$ cat src/rtl/core/cpl_delay.sv
`timescale 1ns / 1ps

module cpl_delay #(
    parameter int W = 32,
    parameter int N = 1
) (
    input  logic         clk,
    input  logic         en,
    input  logic [W-1:0] d,
    output logic [W-1:0] q
);

    logic [W-1:0] sh_reg [N];

    // Shift line that advances with the pipeline enable.
    always_ff @(posedge clk)
    begin
        if (en)
        begin
            sh_reg[0] <= d;
            for (int k = 1; k < N; k++)
            begin
                sh_reg[k] <= sh_reg[k-1];
            end
        end
    end

    assign q = sh_reg[N-1];

endmodule

$ cat config.mk
export PLATFORM = sky130hd
export DESIGN_NAME = cpl_delay
export DESIGN_NICKNAME = d
export VERILOG_FILES = /design/src/rtl/core/cpl_delay.sv
export SDC_FILE = /design/constraint.sdc
export NUM_CORES = 1
export LEC_CHECK = 0
export ABC_AREA = 0
export BUFFER_PORTS_ARGS = -buffer_cell sky130_fd_sc_hd__buf_2
export CAP_MARGIN = 5
export CORE_MARGIN = 2
export CORE_UTILIZATION = 42
export CTS_CLUSTER_DIAMETER = 100
export DETAILED_ROUTE_END_ITERATION = 10
export PLACE_DENSITY = 0.91
export SKIP_CTS_REPAIR_TIMING = 1
export SYNTH_ARGS = -nofsm -noshare
export SYNTH_HDL_FRONTEND = slang
export SYNTH_SLANG_ARGS = --single-unit
$ cat constraint.sdc
create_clock -name clk -period 0.9 [get_ports clk]
set_input_delay 0.18 -clock clk [delete_from_list [all_inputs] [get_ports clk]]
set_output_delay 0.18 -clock clk [all_outputs]
set_load 0.02 [all_outputs]
==> key figures <==
Run status
  – Failing checks: setup timing
  – Outcome: finished, violations left

Synth
  – Mapped Nets: 66
  – Prevailing post-synth register cell: edfxtp_1
  – Post-synth cell types: 1
  – Ys async rst share: 0
  – Synth Warn #: 0
  – EDFF count, synth: 32
  – Sequential fraction of the synthesis area: 1.000
  – Synth top area share: 1.000
  – Top-count cell post-synth: edfxtp_1
  – Synth area leader: edfxtp_1
  – Cell count after synthesis: 32
  – Syn Area/Cell: 30.03 sq um
  – Synth area leaders: edfxtp_1 (100%)
  – Post-Syn Area: 960.9 sq um
  – Post-synth top cells: edfxtp_1 (32)
  – Synth Register Bits: 32

STA
  – Tmin final: 1.051 ns
  – Hold_ws: 0.03678 ns
  – Setup TNS: -3.717 ns
  – Setup-failing EPs final: 32
  – Fin crit share: 1.167
  – Final Slew Violations: 0
  – Fmax: 951.9 MHz
  – Slew @ Worst Pin: 0.1217 ns
  – Final Hold Vio Count: 0
  – Worst setup margin: -0.1506 ns
  – RSZ-0062 raised after global routing: true
  – Relative slew slack: 0.9189

Critical path
  – Crit start category: register
  – Crit-path max FO: 1
  – Worst EP arrival: 0.87 ns
  – CP Cell Sequence: buf_6
  – Crit. End Element: primary output
  – Kind of critical path: register to primary output
  – Buf/Inv on CP: 1
  – Worst Path Required: 0.72 ns
  – CP max-delay cell: edfxtp_1
  – Top Family by Delay on Critical Path: flip-flops
  – Critical path's largest stage delay: 0.41 ns

Layout
  – Share of cells above drive strength 1: 0.6887
  – Multi-input gate area in the final layout: 0 sq um
  – Antenna cells: 0
  – Final net count: 140
  – Comb_multi_in: 0
  – Non-Filler Instances: 134
  – Synthesis-to-finish area growth: 54.95%
  – Max reg flops: 32

Routing
  – Initial DRC Count: 10
  – First-pass iteration count of the detailed router: 3
  – Vias per cell: 4.321
  – Via count: 579
  – Drt total wl: 1702 um
  – Antenna Violating Nets Remaining: 0
  – DRC Markers: 0
  – Average wire per standard cell: 12.70 um

Global routing
  – Total gr overflow: 0
  – Largest net degree at the start of global routing: 25
  – Vias in the first global route: 525
  – Gr usage total: 0.1341
  – First-pass GRT wire length: 2283 um
  – Antenna violations before repair: 0

Job
  – Total of max-cap violations: 0

Die
  – Core area: 2191 sq um
  – Initial core utilization: 0.4386
  – Die width: 51.83 um
  – Die area: 2686 sq um
  – # IOs: 66
  – FP Rows: 17
  – Die Y: 51.83 um

CTS
  – Num CTS Buffers: 5
  – CTS tree: done
  – Clock sinks: 32
  – H-tree depth: 2
  – Clock-pin slew on the worst setup and hold paths: 0.09 ns
  – Clock Tree Root: clkbuf_4
  – CTS Buffer Depth: 2

Min path
  – Hold path depth: 1
  – Hold Path Sink: sh_reg[0][1]$_DFFE_PP_
  – HP Start: d[1]
  – Tightest Hold Check Type: input pin to register

Place
  – GP Congestion: 0.6794
  – Dpl cells: 127
  – IO Port Bufs: 65

Power and ir drop
  – Pwr Total: 0.002914 W
  – Worst VDD drop: 1.398 mV
  – PD cells: 1957 nW/um^2
  – Leakage power total: 0.6429 nW
-- power by group --
group	switching, W	total [W]	internal, W
clock	0.000396	0.000683	0.000287
combinational	0.000228	0.000424	0.000195
sequential	0.0000374	0.00181	0.00177
-- cell families after synthesis --
kind of cell / share of synthesized area
flops: 1.000
-- through the flow --
step	area, sq um	worst slack [ns]	util
floorplan	960.9	0.2705	-
global placement	1349	0.1101	0.6156
detailed placement	1349	0.1088	0.6156
CTS	1395	-0.1634	0.6368
global route	1489	-0.2033	0.6796
finish	1489	-0.1506	0.6796
-- cell type report --
type,instances,area (sq um)
clock inverter,1,5.005
tap,28,35.03
clock buffer,6,41.29
sequential,32,960.9
timing repair buffer,67,446.7
fill,166,701.9
-- how the worst max path moves through the flow --
stage / start / endpoint / slack [ns] / cells after the start
after floorplan: sh_reg[0][0]$_DFFE_PP_ / q[0] / 0.27 / 0
after global placement: en / sh_reg[0][18]$_DFFE_PP_ / 0.11 / 2
after detailed placement: en / sh_reg[0][0]$_DFFE_PP_ / 0.11 / 2
after CTS: sh_reg[0][25]$_DFFE_PP_ / q[25] / -0.16 / 1
after global routing: sh_reg[0][25]$_DFFE_PP_ / q[25] / -0.20 / 1
final: sh_reg[0][25]$_DFFE_PP_ / q[25] / -0.15 / 1
-- cells in the final DEF, fill, tap and decap left out --
cell      synthesis  layout
clkbuf_4          0       5
buf_4             0       1
clkbuf_1          0       1
buf_6             0      15
buf_12            0       1
clkinv_2          0       1
buf_2             0      50
edfxtp_1         32      32
-- metal layers --
| layer | vias up | part of all wire | GRT usage |
|---|---|---|---|
| met5 | - | 0 | 0 |
| met4 | 0 | 0.022 | 0.1053 |
| met3 | 4 | 0.091 | 0.07471 |
| met2 | 37 | 0.58 | 0.2173 |
| met1 | 263 | 0.30 | 0.1210 |
| li1 | 275 | - | - |
No activity file was read; power rests on OpenSTA's default activity.
