<file path="config.mk">
export PLATFORM = sky130hd
export DESIGN_NAME = cpl_mul
export DESIGN_NICKNAME = d
export VERILOG_FILES = /design/src/rtl/core/cpl_pkg.sv /design/src/rtl/core/cpl_mul.sv
export SDC_FILE = /design/constraint.sdc
export NUM_CORES = 2
export LEC_CHECK = 0
export ABC_CLOCK_PERIOD_IN_PS = 15480
export BUFFER_PORTS_ARGS = -buffer_cell sky130_fd_sc_hd__buf_2
export CORE_UTILIZATION = 47
export CTS_CLUSTER_DIAMETER = 60
export DETAILED_ROUTE_END_ITERATION = 16
export GPL_TIMING_DRIVEN = 1
export HOLD_SLACK_MARGIN = 0.15
export PLACE_DENSITY = 0.71
export SETUP_SLACK_MARGIN = 0.15
export SYNTH_ARGS = -nofsm -noshare
export SYNTH_HDL_FRONTEND = slang
export SYNTH_SLANG_ARGS = --single-unit
export TNS_END_PERCENT = 1
</file>
<file path="constraint.sdc">
create_clock -name clk -period 15.48 [get_ports clk]
set_input_delay 3.096 -clock clk [delete_from_list [all_inputs] [get_ports clk]]
set_output_delay 3.096 -clock clk [all_outputs]
set_load 0.01 [all_outputs]
</file>
<file path="src/rtl/core/cpl_pkg.sv">
`timescale 1ns / 1ps

package cpl_pkg;

    // Width of one multiplier digit; each pipeline stage of a multiplier
    // handles one digit of its narrow operand.
    localparam int DIGIT_BITS = 8;

    // Number of digits, and so of pipeline stages, for an operand width.
    function automatic int digit_count(input int width);
        return (width + DIGIT_BITS - 1) / DIGIT_BITS;
    endfunction

endpackage

</file>
<file path="src/rtl/core/cpl_mul.sv">
`timescale 1ns / 1ps

module cpl_mul #(
    parameter int WA = 32,
    parameter int WB = 32
) (
    input  logic                 clk,
    input  logic                 en,
    input  logic signed [WA-1:0] a,
    input  logic signed [WB-1:0] b,
    output logic signed [WA+WB-1:0] p
);

    localparam int DIG = cpl_pkg::DIGIT_BITS;
    localparam int ND  = cpl_pkg::digit_count(WB);
    localparam int BW  = ND * DIG;
    localparam int AW  = WA + BW + 1;

    logic signed [WA-1:0]  a_reg [ND];
    logic signed [WA-1:0]  a_next [ND];
    logic signed [BW-1:0]  b_reg [ND];
    logic signed [BW-1:0]  b_next [ND];
    logic signed [AW-1:0]  acc_reg [ND];
    logic signed [AW-1:0]  acc_next [ND];
    logic signed [BW-1:0]  b_ext;
    logic signed [WA-1:0]  a_src;
    logic signed [BW-1:0]  b_src;
    logic signed [AW-1:0]  acc_src;
    logic [DIG-1:0]        dig;
    logic signed [DIG:0]   dig_s;
    logic signed [WA+DIG:0] part;

    assign b_ext = BW'(b);

    // One digit of b per stage: the lower digits are unsigned, the top one
    // carries the sign.
    always_comb
    begin
        a_src   = a;
        b_src   = b_ext;
        acc_src = '0;
        dig     = '0;
        dig_s   = '0;
        part    = '0;
        for (int k = 0; k < ND; k++)
        begin
            if (k == 0)
            begin
                a_src   = a;
                b_src   = b_ext;
                acc_src = '0;
            end
            else
            begin
                a_src   = a_reg[k-1];
                b_src   = b_reg[k-1];
                acc_src = acc_reg[k-1];
            end
            dig = b_src[k*DIG +: DIG];
            if (k == ND - 1)
            begin
                dig_s = $signed({dig[DIG-1], dig});
            end
            else
            begin
                dig_s = $signed({1'b0, dig});
            end
            part        = a_src * dig_s;
            a_next[k]   = a_src;
            b_next[k]   = b_src;
            acc_next[k] = acc_src + (AW'(part) <<< (k * DIG));
        end
    end

    // Stage registers.
    always_ff @(posedge clk)
    begin
        if (en)
        begin
            for (int k = 0; k < ND; k++)
            begin
                a_reg[k]   <= a_next[k];
                b_reg[k]   <= b_next[k];
                acc_reg[k] <= acc_next[k];
            end
        end
    end

    assign p = acc_reg[ND-1][WA+WB-1:0];

endmodule

</file>
==> flow_summary.toml <==
[run_status]
status = "finished clean"

[synthesis]
yosys_warnings = 0
ys_ff_latch = 377
ys_async_sr_fraction_pct = 0
synthCells = 5303
syn-cell-area_mm2 = 0.0523
ys_seq_area_share_pct = 21.7
postSynthAreaPerCell_um2 = 9.86
yosysUniqueCellTypes = 77
synth_ff_type = "edfxtp_1"
syn_nets = 6615
synth_edf_count = 377

[critical_path]
path_delay_family = "compound AO/OA/AOI/OAI gates"
worstRegToRegCells = 29
worstPathBufferInverterCount = 4
crit_slowest_cell = "edfxtp_1"
worstReg2RegEnd = "acc_reg[1][53]"
startpoint = "b_reg[0][8]"
crit_path_end_kind = "register"
path_class = "reg2reg"
r2r_start = "b_reg[0][8]"
crit_end = "acc_reg[1][53]"
worst_ep_required_time_ns = 15.80
r2r_slack_ns = 6.93
cp_slowest_stage_delay_ns = 1.06
worst-path-stages = 29
worstPathMaxFanout = 32
startpoint_type = "register"
critPathArrivalTime_ns = 8.88

[die]
die-area_mm2 = 0.113
die_y_um = 336
io_pins = 130
start_util_pct = 47.7
die_w_um = 336
core-area_mm2 = 0.110
row_count = 121

[timing]
timing.fmax_mhz = 117
fin_crit_ns = 8.55
hold_slack_ns = 0.415
slew_violations = 0
rsz0062_at_grt = "no"
tightest_slew_ns = 1.25
hold_viol_final = 0
relSlewSlack_pct = 16.6
skew_ns = 0.0743
finalCritPeriodShare_pct = 55.3
finalSetupViolCount = 0
tns_ns = 0

[clock_tree]
clockBufferDepth = 3
cts_resized = 0
numCtsBuffers = 49
path_clk_slew_ns = 0.06
clkLatencyLatePin_ns = 0.66
cts_tree = "yes"
ctsRootBufferMaster = "clkbuf_16"
htreeDepth = 2
clock-sinks = 377
cts_setup_buffers = 0
postCtsHoldBufs = 0

[global_route]
grt_max_degree = 93
track_usage_pct = 20.6
grt_pass1_vias = 37612
antenna_found_initial = 1
overflow = 0
grt_pass1_wl_um = 189000

[route]
drt-pass1-iter-count = 5
drt-vias-per-instance = 5.21
first_iter_violations = 1848
drc = 0
detail-route-antenna-nets = 0
wl_um = 113000
wl_per_cell_um = 16.4
dr_total_vias = 35885

[final_layout]
syn_to_final_growth_pct = 7.31
drive_gt1_share_pct = 4.82
layoutNonFillerInstCount = 6892
diodes = 0
largest_reg_flops = 233
fin_nets = 6687

[flow_run]
cap_violations = 0

[place]
dp.cells = 6800
dp_hpwl_um = 91600
port_buffers = 129
place_congestion = 0.896

[min_path]
min_path_type = "reg2reg"
==> worst min path at each step <==
stage                  startpoint            end  slack, ns  cells after the start
detailed placement  acc_reg[1][8]  acc_reg[2][8]       0.40                      0
CTS                 acc_reg[1][3]  acc_reg[2][3]       0.42                      0
finish               b_reg[0][18]   b_reg[1][18]       0.42                      0
global route        acc_reg[1][1]  acc_reg[2][1]       0.42                      0
global placement    acc_reg[1][5]  acc_reg[2][5]       0.40                      0
floorplan           acc_reg[0][0]  acc_reg[1][0]       0.40                      0
==> cell type report <==
type / count / area (um^2)
inverters: 1081 / 4060
well taps: 1476 / 1850
clock inverters: 38 / 437
fillers: 9878 / 53500
flip-flops and latches: 377 / 11300
multi-input cells: 3725 / 36500
repair buffers: 141 / 746
clock buffers: 54 / 1240
==> through the flow <==
stage	area [um^2]	setup WS [ns]	util, %
after detailed placement	54400	6.73	49.7
after floorplan	52300	7.46	-
after global placement	54400	6.80	49.7
final	56100	6.93	51.2
after global routing	56100	6.29	51.2
after CTS	56100	6.86	51.2
==> layout by cell type, fill, tap and decap left out, types with 8 or more instances in the layout <==
master and instances:
inv_1 1081, fa_1 796, and2_1 653, nand2_1 456
ha_1 450, edfxtp_1 377, a21oi_1 232, xnor2_1 182
nor2_1 151, a21o_1 143, buf_2 128, o21ai_0 100
xor2_1 75, clkbuf_16 49, o21a_1 43, nand3_1 42
o21bai_1 40, nand2b_1 37, and3_1 28, a31oi_1 28
nor3_1 25, nand4_1 22, a211oi_1 21, o31ai_1 19
nor2b_1 15, o21ai_1 15, buf_4 12, a211o_1 10
a21boi_0 9, clkinv_2 9, o211ai_1 8, or3_1 8
==> cell families after synthesis <==
group,share of synthesized area [%]
flip-flops,21.7
AO/OA/AOI/OAI,9.70
buffers and inverters,8.62
XOR/XNOR,4.34
adder cells (fa/ha/maj),41.2
AND/OR/NAND/NOR,14.4
==> per-layer routing <==
layer	vias to the layer above	global-route usage (%)	share of wire, %
met5	-	0	0.0071
met4	2	5.39	2.4
met3	170	2.38	5.1
met2	843	34.8	47
met1	17901	28.2	45
li1	16969	-	-
==> cells in the mapped netlist, drive strengths merged (6+ instances only) <==
cell type / n / share of area [%]
o211ai: 10 / 0.16
o21bai: 40 / 0.57
a221oi: 6 / 0.11
a41o: 7 / 0.13
a21oi: 234 / 2.3
nand2b: 37 / 0.44
xnor2: 183 / 3.1
ha: 450 / 11
o21ai: 115 / 1.1
nor2b: 15 / 0.18
nand2: 456 / 3.3
edfxtp: 377 / 22
fa: 796 / 30
or2: 6 / 0.072
a21o: 143 / 2.1
inv: 1081 / 7.8
clkbuf: 118 / 0.85
a21boi: 12 / 0.19
and2: 653 / 7.8
a211o: 10 / 0.17
and3: 29 / 0.35
xor2: 75 / 1.3
o31ai: 24 / 0.43
nand4: 22 / 0.26
or3: 8 / 0.096
a211oi: 26 / 0.42
nor2: 151 / 1.1
a31oi: 29 / 0.36
nor3: 26 / 0.26
o21a: 43 / 0.62
nand3: 42 / 0.40
Power is left out: the tool's default activity adds up to more than one toggle a clock period on the data nets, which glitch-free logic cannot reach.
